==> src/sv/hsfp_pkg.sv <==
// Package of the SPS field parser: parse phases, status codes, queue entry
// and result types. No dependencies.
package hsfp_pkg;

  localparam int unsigned DefQueueDepth = 2;

  localparam logic [6:0] SUB_PROFILE_BITS = 7'd88;
  localparam logic [5:0] GOLOMB_MAX_ZEROS = 6'd31;
  localparam logic [47:0] CHROMA_MAX = 48'd3;
  localparam logic [47:0] DEPTH_MAX = 48'd7;

  localparam logic [2:0] ST_OK        = 3'd0;
  localparam logic [2:0] ST_NO_DATA   = 3'd1;
  localparam logic [2:0] ST_TRUNC     = 3'd2;
  localparam logic [2:0] ST_PREFIX    = 3'd3;
  localparam logic [2:0] ST_CHROMA    = 3'd4;
  localparam logic [2:0] ST_LUMA_BD   = 3'd5;
  localparam logic [2:0] ST_CHROMA_BD = 3'd6;

  typedef enum logic [4:0] {
    PH_VPS, PH_SUBL, PH_NEST, PH_SPACE, PH_TIER, PH_IDC, PH_COMPAT, PH_CONSTR,
    PH_LEVEL, PH_SUBFLAG, PH_ALIGN, PH_SUBPROF, PH_SUBLEV, PH_SPSID, PH_CHROMA,
    PH_SEPCOL, PH_WIDTH, PH_HEIGHT, PH_CONFFLAG, PH_CONF, PH_LUMA, PH_CDEPTH,
    PH_DONE
  } phase_t;

  // One byte handed from the front to the back.
  typedef struct packed {
    logic [7:0] data;
    logic       last;
    logic       payload;  // byte carries parse bits
  } q_entry_t;

  // Result, packed from the highest field down so status sits in the low bits.
  typedef struct packed {
    logic        pad;
    logic [2:0]  chroma_depth_minus8;
    logic [2:0]  luma_depth_minus8;
    logic [1:0]  chroma_format;
    logic        temporal_nesting;
    logic [2:0]  sub_layers_minus1;
    logic [7:0]  level_idc;
    logic [47:0] constraint_flags;
    logic [31:0] compatibility_flags;
    logic [4:0]  profile_idc;
    logic        tier_flag;
    logic [1:0]  profile_space;
    logic [2:0]  status;
  } result_t;

endpackage

==> src/sv/hevc_sps_field_parser_unit.sv <==
// Channel  | Ports          | Contents
// ---------+----------------+-----------------------------------------------
// input    | in_t*          | one raw SPS NAL byte per request, tlast = last
// result   | out_t*         | one status and field set per NAL unit
//
// A payload byte is walked bit by bit through the back end, and each empty
// field it steps over (skipped sub-layer entries, alignment) adds a step.
// Header, emulation-prevention and post-parse bytes are popped without a walk.
// Reset is synchronous and active low and clears all control state.
// The front keeps accepting bytes into the queue while a result waits to be
// taken; the back stops only when a new result meets a full output register.
//
// Top level of the SPS field parser; depends on hsfp_pkg, hsfp_front,
// hsfp_queue and hsfp_back.
module hevc_sps_field_parser_unit
  import hsfp_pkg::*;
#(
  parameter int unsigned QUEUE_DEPTH = DefQueueDepth
) (
  input  logic         clk,
  input  logic         rst_n,
  input  logic         in_tvalid,
  output logic         in_tready,
  input  logic [7:0]   in_tdata,   // nal_byte
  input  logic         in_tlast,   // last_byte
  output logic         out_tvalid,
  input  logic         out_tready,
  // status, profile_space, tier_flag, profile_idc, compatibility_flags,
  // constraint_flags, level_idc, sub_layers_minus1, temporal_nesting,
  // chroma_format, luma_depth_minus8, chroma_depth_minus8, zero pad
  output logic [111:0] out_tdata
);

  logic     q_full, q_push, q_pop, q_head_valid;
  q_entry_t q_in, q_head;
  result_t  res;

  // Header and emulation-prevention marking.
  hsfp_front u_front (
    .clk      (clk),
    .rst_n    (rst_n),
    .in_valid (in_tvalid),
    .in_data  (in_tdata),
    .in_last  (in_tlast),
    .q_full   (q_full),
    .in_ready (in_tready),
    .q_push   (q_push),
    .q_entry  (q_in)
  );

  // Decouples byte intake from the bit-serial walk.
  hsfp_queue #(.DEPTH(QUEUE_DEPTH)) u_queue (
    .clk        (clk),
    .rst_n      (rst_n),
    .push       (q_push),
    .push_entry (q_in),
    .pop        (q_pop),
    .full       (q_full),
    .head_valid (q_head_valid),
    .head       (q_head)
  );

  // Field walker and result register.
  hsfp_back u_back (
    .clk        (clk),
    .rst_n      (rst_n),
    .head_valid (q_head_valid),
    .head       (q_head),
    .pop        (q_pop),
    .out_valid  (out_tvalid),
    .out_ready  (out_tready),
    .out_res    (res)
  );

  assign out_tdata = res;

endmodule

==> src/sv/hsfp_front.sv <==
// Front end of the SPS field parser: marks the NAL header bytes and the
// emulation-prevention bytes as carrying no parse bits. Depends on hsfp_pkg.
module hsfp_front
  import hsfp_pkg::*;
(
  input  logic       clk,
  input  logic       rst_n,
  input  logic       in_valid,
  input  logic [7:0] in_data,
  input  logic       in_last,
  input  logic       q_full,
  output logic       in_ready,
  output logic       q_push,
  output q_entry_t   q_entry
);

  logic [1:0] hdr_r, hdr_nxt;
  logic [1:0] zrun_r, zrun_nxt;
  logic       take;

  assign in_ready = !q_full;
  assign take     = in_valid && !q_full;
  assign q_push   = take;

  always_comb begin
    hdr_nxt          = hdr_r;
    zrun_nxt         = zrun_r;
    q_entry.data     = in_data;
    q_entry.last     = in_last;
    q_entry.payload  = 1'b0;
    if (hdr_r != 2'd2) begin
      hdr_nxt = hdr_r + 2'd1;
    end else if (zrun_r >= 2'd2 && in_data == 8'h03) begin
      zrun_nxt = 2'd0;
    end else begin
      q_entry.payload = 1'b1;
      if (in_data == 8'h00) begin
        zrun_nxt = (zrun_r == 2'd3) ? 2'd3 : zrun_r + 2'd1;
      end else begin
        zrun_nxt = 2'd0;
      end
    end
    if (in_last) begin
      hdr_nxt  = 2'd0;
      zrun_nxt = 2'd0;
    end
  end

  always_ff @(posedge clk) begin
    if (!rst_n) begin
      hdr_r  <= 2'd0;
      zrun_r <= 2'd0;
    end else if (take) begin
      hdr_r  <= hdr_nxt;
      zrun_r <= zrun_nxt;
    end
  end

endmodule

==> src/sv/hsfp_queue.sv <==
// Short queue between the front and the back of the SPS field parser.
// Depends on hsfp_pkg.
module hsfp_queue
  import hsfp_pkg::*;
#(
  parameter int unsigned DEPTH = DefQueueDepth
) (
  input  logic     clk,
  input  logic     rst_n,
  input  logic     push,
  input  q_entry_t push_entry,
  input  logic     pop,
  output logic     full,
  output logic     head_valid,
  output q_entry_t head
);

  localparam int unsigned PW = (DEPTH > 1) ? $clog2(DEPTH) : 1;
  localparam int unsigned CW = $clog2(DEPTH + 1);

  q_entry_t        mem_r [DEPTH];
  logic [PW-1:0]   wp_r, rp_r;
  logic [CW-1:0]   cnt_r;

  assign full       = (cnt_r == CW'(DEPTH));
  assign head_valid = (cnt_r != '0);
  assign head       = mem_r[rp_r];

  always_ff @(posedge clk) begin
    if (push) begin
      mem_r[wp_r] <= push_entry;
    end
  end

  always_ff @(posedge clk) begin
    if (!rst_n) begin
      wp_r  <= '0;
      rp_r  <= '0;
      cnt_r <= '0;
    end else begin
      if (push) begin
        wp_r <= (wp_r == PW'(DEPTH - 1)) ? '0 : wp_r + PW'(1);
      end
      if (pop) begin
        rp_r <= (rp_r == PW'(DEPTH - 1)) ? '0 : rp_r + PW'(1);
      end
      if (push && !pop) begin
        cnt_r <= cnt_r + CW'(1);
      end else if (pop && !push) begin
        cnt_r <= cnt_r - CW'(1);
      end
    end
  end

endmodule

==> src/sv/hsfp_back.sv <==
// Back end of the SPS field parser: bit-serial field walker and the result
// register. Depends on hsfp_pkg.
module hsfp_back
  import hsfp_pkg::*;
(
  input  logic     clk,
  input  logic     rst_n,
  input  logic     head_valid,
  input  q_entry_t head,
  output logic     pop,
  output logic     out_valid,
  input  logic     out_ready,
  output result_t  out_res
);

  phase_t      phase_r, phase_nxt, ph_n;
  logic [6:0]  bd_r, bd_nxt;
  logic [47:0] acc_r, acc_nxt, fin_v;
  logic [5:0]  zc_r, zc_nxt;
  logic        sfx_r, sfx_nxt;
  logic [13:0] flags_r, flags_nxt;
  logic [2:0]  li_r, li_nxt;
  logic [1:0]  space_r, space_nxt;
  logic        tier_r, tier_nxt;
  logic [4:0]  idc_r, idc_nxt;
  logic [31:0] compat_r, compat_nxt;
  logic [47:0] constr_r, constr_nxt;
  logic [7:0]  level_r, level_nxt;
  logic [2:0]  subl_r, subl_nxt;
  logic        nest_r, nest_nxt;
  logic [1:0]  chroma_r, chroma_nxt;
  logic [2:0]  luma_r, luma_nxt;
  logic [2:0]  cdepth_r, cdepth_nxt;
  logic [2:0]  err_r, err_nxt;
  logic        done_r, done_nxt;
  logic        had_r, had_nxt;
  logic [2:0]  bit_r, bit_nxt;
  logic        ov_r, ov_nxt;
  result_t     res_r, res_nxt;

  logic        is_gol, zero_len, active, skip, consume, byte_done, stall, en, fin, bit_in;
  logic [6:0]  flen;
  logic [2:0]  diff;
  logic [2:0]  status;

  assign out_valid = ov_r;
  assign out_res   = res_r;

  // Field kind and length of the current phase.
  always_comb begin
    is_gol = 1'b0;
    flen   = 7'd0;
    diff   = subl_r - 3'd1 - li_r;
    unique case (phase_r) inside
      PH_SPSID, PH_CHROMA, PH_WIDTH, PH_HEIGHT, PH_CONF, PH_LUMA, PH_CDEPTH: is_gol = 1'b1;
      PH_VPS:      flen = 7'd4;
      PH_SUBL:     flen = 7'd3;
      PH_NEST, PH_TIER, PH_CONFFLAG: flen = 7'd1;
      PH_SPACE:    flen = 7'd2;
      PH_IDC:      flen = 7'd5;
      PH_COMPAT:   flen = 7'd32;
      PH_CONSTR:   flen = 7'd48;
      PH_LEVEL:    flen = 7'd8;
      PH_SUBFLAG:  flen = {3'd0, subl_r, 1'b0};
      PH_ALIGN:    flen = (subl_r != 3'd0) ? {2'd0, 4'd8 - {1'b0, subl_r}, 1'b0} : 7'd0;
      PH_SUBPROF:  flen = flags_r[{diff, 1'b1}] ? SUB_PROFILE_BITS : 7'd0;
      PH_SUBLEV:   flen = flags_r[{diff, 1'b0}] ? 7'd8 : 7'd0;
      PH_SEPCOL:   flen = (chroma_r == 2'd3) ? 7'd1 : 7'd0;
      default:     flen = 7'd0;
    endcase
  end

  assign zero_len  = !is_gol && flen == 7'd0 && phase_r != PH_DONE;
  assign active    = head_valid && head.payload && !done_r;
  assign skip      = active && zero_len;
  assign consume   = active && !zero_len;
  assign bit_in    = head.data[3'd7 - bit_r];
  assign byte_done = head_valid && (!head.payload || done_r || (consume && bit_r == 3'd7));
  assign stall     = byte_done && head.last && ov_r && !out_ready;
  assign en        = head_valid && !stall;
  assign pop       = en && byte_done;

  always_comb begin
    phase_nxt = phase_r; bd_nxt = bd_r; acc_nxt = acc_r; zc_nxt = zc_r;
    sfx_nxt = sfx_r; flags_nxt = flags_r; li_nxt = li_r; space_nxt = space_r;
    tier_nxt = tier_r; idc_nxt = idc_r; compat_nxt = compat_r; constr_nxt = constr_r;
    level_nxt = level_r; subl_nxt = subl_r; nest_nxt = nest_r; chroma_nxt = chroma_r;
    luma_nxt = luma_r; cdepth_nxt = cdepth_r; err_nxt = err_r; done_nxt = done_r;
    had_nxt = had_r; bit_nxt = bit_r; ov_nxt = ov_r; res_nxt = res_r;
    fin = 1'b0; fin_v = '0; ph_n = phase_r; status = ST_OK;

    if (en && head.payload) begin
      had_nxt = 1'b1;
    end
    if (en && skip) begin
      fin = 1'b1;
    end
    if (en && consume) begin
      bit_nxt = bit_r + 3'd1;
      if (is_gol && !sfx_r) begin
        if (!bit_in) begin
          zc_nxt = zc_r + 6'd1;
          if (zc_r == GOLOMB_MAX_ZEROS) begin
            err_nxt   = ST_PREFIX;
            done_nxt  = 1'b1;
            phase_nxt = PH_DONE;
          end
        end else begin
          sfx_nxt = 1'b1;
          acc_nxt = 48'd1;
          fin     = (zc_r == 6'd0);
        end
      end else begin
        acc_nxt = {acc_r[46:0], bit_in};
        bd_nxt  = bd_r + 7'd1;
        if (is_gol) begin
          fin   = (bd_nxt >= {1'b0, zc_r});
          fin_v = acc_nxt - 48'd1;
        end else begin
          fin   = (bd_nxt >= flen);
          fin_v = acc_nxt;
        end
      end
    end

    // Field completion: store the value and choose the next phase.
    if (fin) begin
      ph_n = phase_t'(phase_r + 5'd1);
      case (phase_r)
        PH_SUBL:    subl_nxt   = fin_v[2:0];
        PH_NEST:    nest_nxt   = fin_v[0];
        PH_SPACE:   space_nxt  = fin_v[1:0];
        PH_TIER:    tier_nxt   = fin_v[0];
        PH_IDC:     idc_nxt    = fin_v[4:0];
        PH_COMPAT:  compat_nxt = fin_v[31:0];
        PH_CONSTR:  constr_nxt = fin_v;
        PH_LEVEL:   level_nxt  = fin_v[7:0];
        PH_SUBFLAG: flags_nxt  = fin_v[13:0];
        PH_ALIGN: begin
          li_nxt = 3'd0;
          ph_n   = (subl_r != 3'd0) ? PH_SUBPROF : PH_SPSID;
        end
        PH_SUBLEV: begin
          li_nxt = li_r + 3'd1;
          ph_n   = (li_nxt < subl_r) ? PH_SUBPROF : PH_SPSID;
        end
        PH_CHROMA: begin
          if (fin_v > CHROMA_MAX) begin
            err_nxt = ST_CHROMA; done_nxt = 1'b1; ph_n = PH_DONE;
          end else begin
            chroma_nxt = fin_v[1:0];
          end
        end
        PH_CONFFLAG: begin
          li_nxt = 3'd0;
          ph_n   = fin_v[0] ? PH_CONF : PH_LUMA;
        end
        PH_CONF: begin
          li_nxt = li_r + 3'd1;
          ph_n   = (li_nxt < 3'd4) ? PH_CONF : PH_LUMA;
        end
        PH_LUMA: begin
          if (fin_v > DEPTH_MAX) begin
            err_nxt = ST_LUMA_BD; done_nxt = 1'b1; ph_n = PH_DONE;
          end else begin
            luma_nxt = fin_v[2:0];
          end
        end
        PH_CDEPTH: begin
          if (fin_v > DEPTH_MAX) begin
            err_nxt = ST_CHROMA_BD;
          end else begin
            cdepth_nxt = fin_v[2:0];
          end
          done_nxt = 1'b1;
          ph_n     = PH_DONE;
        end
        default: ;
      endcase
      phase_nxt = ph_n;
      bd_nxt    = 7'd0;
      acc_nxt   = '0;
      zc_nxt    = 6'd0;
      sfx_nxt   = 1'b0;
    end

    if (pop) begin
      bit_nxt = 3'd0;
    end
    if (ov_r && out_ready) begin
      ov_nxt = 1'b0;
    end

    // End of the unit: load the result and start over.
    if (pop && head.last) begin
      if (done_nxt) begin
        status = err_nxt;
      end else if (!had_nxt) begin
        status = ST_NO_DATA;
      end else begin
        status = ST_TRUNC;
      end
      res_nxt        = '0;
      res_nxt.status = status;
      if (status == ST_OK) begin
        res_nxt.profile_space       = space_nxt;
        res_nxt.tier_flag           = tier_nxt;
        res_nxt.profile_idc         = idc_nxt;
        res_nxt.compatibility_flags = compat_nxt;
        res_nxt.constraint_flags    = constr_nxt;
        res_nxt.level_idc           = level_nxt;
        res_nxt.sub_layers_minus1   = subl_nxt;
        res_nxt.temporal_nesting    = nest_nxt;
        res_nxt.chroma_format       = chroma_nxt;
        res_nxt.luma_depth_minus8   = luma_nxt;
        res_nxt.chroma_depth_minus8 = cdepth_nxt;
      end
      ov_nxt = 1'b1;
      phase_nxt = PH_VPS; bd_nxt = 7'd0; acc_nxt = '0; zc_nxt = 6'd0; sfx_nxt = 1'b0;
      flags_nxt = '0; li_nxt = 3'd0; space_nxt = '0; tier_nxt = 1'b0; idc_nxt = '0;
      compat_nxt = '0; constr_nxt = '0; level_nxt = '0; subl_nxt = '0; nest_nxt = 1'b0;
      chroma_nxt = '0; luma_nxt = '0; cdepth_nxt = '0; err_nxt = ST_OK; done_nxt = 1'b0;
      had_nxt = 1'b0;
    end
  end

  always_ff @(posedge clk) begin
    if (!rst_n) begin
      phase_r <= PH_VPS; bd_r <= 7'd0; acc_r <= '0; zc_r <= 6'd0; sfx_r <= 1'b0;
      flags_r <= '0; li_r <= 3'd0; space_r <= '0; tier_r <= 1'b0; idc_r <= '0;
      compat_r <= '0; constr_r <= '0; level_r <= '0; subl_r <= '0; nest_r <= 1'b0;
      chroma_r <= '0; luma_r <= '0; cdepth_r <= '0; err_r <= ST_OK; done_r <= 1'b0;
      had_r <= 1'b0; bit_r <= 3'd0; ov_r <= 1'b0;
    end else begin
      phase_r <= phase_nxt; bd_r <= bd_nxt; acc_r <= acc_nxt; zc_r <= zc_nxt;
      sfx_r <= sfx_nxt; flags_r <= flags_nxt; li_r <= li_nxt; space_r <= space_nxt;
      tier_r <= tier_nxt; idc_r <= idc_nxt; compat_r <= compat_nxt;
      constr_r <= constr_nxt; level_r <= level_nxt; subl_r <= subl_nxt;
      nest_r <= nest_nxt; chroma_r <= chroma_nxt; luma_r <= luma_nxt;
      cdepth_r <= cdepth_nxt; err_r <= err_nxt; done_r <= done_nxt;
      had_r <= had_nxt; bit_r <= bit_nxt; ov_r <= ov_nxt;
    end
  end

  always_ff @(posedge clk) begin
    res_r <= res_nxt;
  end

endmodule

==> config.mk <==
export PLATFORM = sky130hd
export DESIGN_NAME = hevc_sps_field_parser_unit
export DESIGN_NICKNAME = d
export VERILOG_FILES = /design/src/sv/hsfp_pkg.sv /design/src/sv/hevc_sps_field_parser_unit.sv /design/src/sv/hsfp_front.sv /design/src/sv/hsfp_queue.sv /design/src/sv/hsfp_back.sv
export SDC_FILE = /design/constraint.sdc
export NUM_CORES = 1
export LEC_CHECK = 0
export BUFFER_PORTS_ARGS = -buffer_cell sky130_fd_sc_hd__buf_2
export CAP_MARGIN = 20
export CORE_UTILIZATION = 25
export DETAILED_ROUTE_END_ITERATION = 16
export PLACE_DENSITY = 0.42
export SETUP_SLACK_MARGIN = 0.3
export SYNTH_ARGS = -nofsm -noshare
export SYNTH_HDL_FRONTEND = slang
export SYNTH_HIERARCHICAL = 1
export SYNTH_SLANG_ARGS = --single-unit
==> constraint.sdc <==
create_clock -name clk -period 8.2 [get_ports clk]
set_input_delay 0.41 -clock clk [delete_from_list [all_inputs] [get_ports clk]]
set_output_delay 0.41 -clock clk [all_outputs]
set_load 0.02 [all_outputs]
Word level (Yosys, flattened, before mapping)
Memory sizes are Yosys's and may differ from the RTL's. A register that Yosys moved wholly into a read port is not among the register bits. Index checks and enable logic that the tools add are counted.

Add/subtract/negate cells: 16. $lt $le $gt $ge: 10. Equality and inequality tests: 32. Multiplexer cells: 100. Bitwise logic cells: 3. Reduce and logical (&&, ||, !) cells: 65.

Operators by type and width (number): $mux W48 (5); $mux W47 (2); $pmux W7 S13 (1); $mux W3 (22); $mux W32 (2); $mux W5 (10); $gt A48 B2 Y1 const B (1); $gt A48 B3 Y1 const B (1); $sub A48 B1 Y48 const B (1); $eq A5 B4 Y1 const B (8); $pmux W5 S7 (1); $mux W1 (32); $eq A5 B5 Y1 const B (6); $mux W2 (15); $logic_and A1 B1 Y1 (23); $eq A5 B3 Y1 const B (4); $mux W8 (2); $reduce_bool A2 Y1 (8); $reduce_and A2 Y1 (6); $eq A5 B2 Y1 const B (2); $logic_not A1 Y1 (10); $lt A4 B5 Y1 const B (2); $bmux W1 S3 (3); $pmux W3 S3 (1); other kinds (42) (58).

Register bits after elaboration: 319. RAM bits: 20. Bits of input ports: 13. Output and inout bits: 114. Logic and storage cells: 267. Memories kept: 1.

Memories: u_queue.mem_r (words 2, bits a word 10, read ports 1, clocked after memory_dff 1, write ports 1, RTL line hsfp_queue.sv:21) `q_entry_t mem_r [DEPTH];`.

Depth between registers and ports, before layout
Word-level depth: 28. Gate-level depth with buffers: 20. Mapped depth without buffers: 18.

Modules after synthesis
The synthesis kept the hierarchy.

By module, submodules not included: hsfp_back (times used 1, cells an instance 1465, area an instance 15090.7 um^2, sequential area each 7337.0 um^2); hsfp_queue (times used 1, cells an instance 53, area an instance 939.7 um^2, sequential area each 700.7 um^2); hsfp_front (times used 1, cells an instance 40, area an instance 312.8 um^2, sequential area each 80.1 um^2).

Worst setup path after synthesis
OpenSTA, ideal clock, no wires.

Path kind: register to register. From: register u_back.li_r[0]. To: register u_back.res_r, in the netlist u_back/out_res[0] (enable). Library setup time: 0.583 ns. Data arrival time: 6.877 ns. Required time: 7.617 ns. Path slack: 0.739 ns. Cell stages (with the launch flop): 11. Buffers on the path: 0. Clock period less this slack: 7.461 ns. Path through: dfxtp_1 > inv_1 > ha_1 > fa_1 > xnor3_1 > o211a_1 > o31ai_1 > nand4b_1 > o21ai_0 > a21o_1 > nor2_1.

Longest elaborated chain between the ends: 20. Elaborated cells between the ends (all ways): 23. Those cells by class: add/sub: 1; mux: 7; reduce/logical: 15.

RTL lines: start: declaration (RTL line hsfp_back.sv:22) `logic [2:0] li_r, li_nxt;`; start signal: assignment (RTL line hsfp_back.sv:236) `sfx_r <= sfx_nxt; flags_r <= flags_nxt; li_r <= li_nxt; space_r <= space_nxt;`; $sub A3 B3 Y3 * (RTL line hsfp_back.sv:53) `diff = subl_r - 3'd1 - li_r;`; $bmux W1 S3, on equally long branches (RTL line hsfp_back.sv:67, hsfp_back.sv:66); $mux W1, on equally long branches (RTL line hsfp_back.sv:67, hsfp_back.sv:66); $mux W4 or $mux W7 (tied branches) (RTL line hsfp_back.sv:67, hsfp_back.sv:66); $pmux W7 S13 * (RTL line hsfp_back.sv:54) `unique case (phase_r) inside`; $logic_not A7 Y1 * (RTL line hsfp_back.sv:73) `assign zero_len = !is_gol && flen == 7'd0 && phase_r != PH_DONE;`; $logic_and A1 B1 Y1 * (2 in series) (RTL line hsfp_back.sv:73); $logic_not A1 Y1 * (RTL line hsfp_back.sv:76) `assign consume = active && !zero_len;`; $logic_and A1 B1 Y1 * (RTL line hsfp_back.sv:76); $logic_and A1 B1 Y1 * (RTL line hsfp_back.sv:78) `assign byte_done = head_valid && (!head.payload || done_r || (consume && bit_r == 3'd7));`; $logic_or A1 B1 Y1 * (RTL line hsfp_back.sv:78); $logic_and A1 B1 Y1 * (RTL line hsfp_back.sv:78); $logic_and A1 B1 Y1 (3 in series) (RTL line hsfp_back.sv:79) `assign stall = byte_done && head.last && ov_r && !out_ready;`; $logic_not A1 Y1 (RTL line hsfp_back.sv:80) `assign en = head_valid && !stall;`; $logic_and A1 B1 Y1 (RTL line hsfp_back.sv:80); $logic_and A1 B1 Y1 * (RTL line hsfp_back.sv:81) `assign pop = en && byte_done;`; $logic_and A1 B1 Y1 * (RTL line hsfp_back.sv:195) `if (pop && head.last) begin`; end signal: assignment (RTL line hsfp_back.sv:246) `res_r <= res_nxt;`; end: declaration (RTL line hsfp_back.sv:39) `result_t res_r, res_nxt;`.

Mark *: on every way between the ends. The rest lies on a longest branch, timed or not. The select of a mux whose other input is x is not followed. A chain may end at the register's enable or synchronous reset.

==> results.toml <==
[pwr]
ir_worst_vdd_mv = 0.137
power_density_mw_per_mm2 = 260
leakage_nw = 6.29
power_mw = 4.97

[timing]
worstMarginPinSlew_ps = 1090
finClkSkew_ps = 29.9
rsz0062_at_grt = "no"
final_max_slew_viol_count = 0
finalSetupViolations = 0
clock.fmax_mhz = 154
slew_headroom = 0.271
period_minus_slack_ps = 6500
hold_viol_final = 0
setup_tns_ps = 0
timing.final.crit_share = 0.792

[route]
drt_iter0_markers = 646
dr.pass1.iters = 5
totalWireLength_um = 47200
vias = 12100
viasPerCell = 4.83
drc_errors = 0
wl_per_cell_um = 18.8
drtAntennaViolNets = 0

[hold_path]
worstHoldStart = "in_tdata[1]"
hold_class = "in2reg"
whs_endpoint = "u_queue/mem_r[1][3]"
holdPathStages = 1

[layout]
final_nets = 1671
fin_cells = 2513
fin_util = 0.296
area_delta_synth_final_pct = 16.9
drive_gt1_frac = 0.225
n_antenna_cell = 0

[global_routing]
grt_pass1_wl_um = 74000
grt_pass1_vias = 12100
grt_usage = 0.141
gr-total-overflow = 0
antenna_found_initial = 0
grt_start_max_net_pins = 70

[floorplan]
num_rows = 93
io_pins = 127
core_mm2 = 0.0646
start_util = 0.253
die-area_mm2 = 0.0664
die_w_um = 258
die_y_um = 258

[synthesis]
synth.most_common_cell = "nor2_1"
yosys_most_used_dff = "dfxtp_1"
synth_top_cells_by_count = "256 x nor2_1, 209 x dfxtp_1, 131 x edfxtp_1"
synth_edf_count = 131
yosys.area.top_type_share = 0.256
synth-seq-area-share = 0.497
synth_seq_cells = 340
syn_area_per_cell_um2 = 10.5
synth_area_leaders = "dfxtp_1 26%, edfxtp_1 24%, nor4_2 7.7%, mux2i_1 6.2%, nor2_1 5.9%"
synth.net_count = 1605
yosys_warnings = 6
synth_largest_area_cell = "dfxtp_1"
syn_area_mm2 = 0.0163
netlist_instances = 1558
async_reset_ff_frac = 0
yosys.cell_types.count = 83

[placement]
portBuffers = 125
hpwl_um = 31500
place.gp.congestion = 0.854
place_inst = 2432

[setup_path]
startpoint_type = "register"
endpoint_kind = "register"
ff2ff_path_depth = 15
r2r_end = "u_back/out_res[58]"
path_class = "reg2reg"
r2r_setup_slack_ps = 1700
required_ps = 8480
worstPathMaxFanout = 40
arrival_ps = 6770

[cts]
ctsLongestPathBuffers = 3
cts_resized = 0
cts_tree = "done"
root_buffer = "clkbuf_16"
clk_latency_ps = 590
cts_setup_buffers = 0
clk_pin_slew_ps = 60
cts_buffers = 42
ctsHoldBuffers = 0
clock-sinks = 340
htree_levels = 2

[flow_run]
maxCapViolations = 0

[outcome]
status = "finished clean"
flip-flops by register name, summed over array words and instances (netlist names), 2 cells and up, named ones only:
name	count
u_back/subl_r	3
u_back/bd_r	7
u_back/li_r	3
u_back/chroma_r	2
u_queue/mem_r	20
u_back/out_res	111
u_front/zrun_r	2
u_back/acc_r	47
u_back/zc_r	6
u_back/space_r	2
u_back/idc_r	5
u_back/err_r	3
u_back/flags_r	14
u_back/compat_r	32
u_back/luma_r	3
u_back/level_r	8
u_front/hdr_r	2
u_back/constr_r	48
u_back/cdepth_r	3
u_back/phase_r	5
u_back/bit_r	3
u_queue/cnt_r	2
how the worst max path moves through the flow:
stage / slack [ps] / to / startpoint
2_1_floorplan: 740 / u_back/out_res[0] / u_back/li_r[0]
3_3_place_gp: 1870 / u_back/out_res[98] / register
3_5_place_dp: 1770 / u_back/out_res[25] / register
4_1_cts: 1730 / u_back/out_res[58] / register
5_1_grt: 1270 / u_back/out_res[62] / register
6_report: 1700 / u_back/out_res[58] / register
per-stage QoR:
stage | hold WS (ps) | cell area, um2 | setup WS [ps]
after global routing | 22.7 | 19100 | 1270
after floorplan | 429 | 16300 | 739
after detailed placement | 445 | 17700 | 1770
after global placement | 445 | 17700 | 1870
final | 49.9 | 19100 | 1700
after CTS | 20.6 | 19100 | 1730
area by class of cell:
type	count	area, um2
sequential	340	8120
clock inverter	20	180
clock buffer	58	1210
tap	855	1070
timing repair buffer	152	842
multi-input combinational	1059	7580
inverter	29	109
fill	6739	45500
worst max-delay path, stage by stage, from the launching register on:
cell,delay (ps)
dfxtp_1,590
mux2_2,390
mux2i_1,130
mux4_2,410
ha_1,250
nor3b_1,450
nand4_1,300
or4_1,670
mux2i_1,160
nor4bb_1,580
nand3_4,260
a221o_1,410
o211ai_1,230
buf_4,590
buf_4,580
nor4_2,120
per-layer routing:
layer | vias up | wire length, um | global-route usage
li1 | 5793 | - | -
met1 | 5984 | 22300 | 0.191
met2 | 293 | 21900 | 0.230
met3 | 74 | 2050 | 0.0248
met4 | 0 | 986 | 0.0383
met5 | - | 0 | 0
power by group:
group	internal [mW]	switching [mW]
sequential	1.92	0.0725
combinational	0.296	0.830
clock	1.08	0.771
total	3.29	1.67
logic make-up (layout without fill, tap and decap cells):
group | Yosys count | in the layout | synth area share
mux | 116 | 116 | 0.0743
other cells | 1 | 1 | 0.000229
fa+ha+maj | 34 | 34 | 0.0265
xor+xnor | 64 | 64 | 0.0351
compound gates | 207 | 207 | 0.0887
simple gates | 637 | 637 | 0.234
buf+inv | 159 | 259 | 0.0449
flops | 340 | 340 | 0.497
placed cells by master, fill, tap and decap left out, types with 16 or more instances in the layout:
| cell type | instances |
|---|---|
| a21oi_1 | 52 |
| a22oi_1 | 49 |
| buf_2 | 126 |
| buf_4 | 23 |
| clkbuf_16 | 44 |
| dfxtp_1 | 209 |
| edfxtp_1 | 131 |
| ha_1 | 33 |
| inv_1 | 28 |
| mux2i_1 | 101 |
| nand2_1 | 65 |
| nand3_1 | 17 |
| nor2_1 | 254 |
| nor2b_1 | 16 |
| nor3_1 | 53 |
| nor4_1 | 25 |
| nor4_2 | 100 |
| o21ai_0 | 20 |
| or3_1 | 22 |
| xnor2_1 | 42 |
| xor2_1 | 21 |
Note: power is estimated with default switching activity, not from simulation.
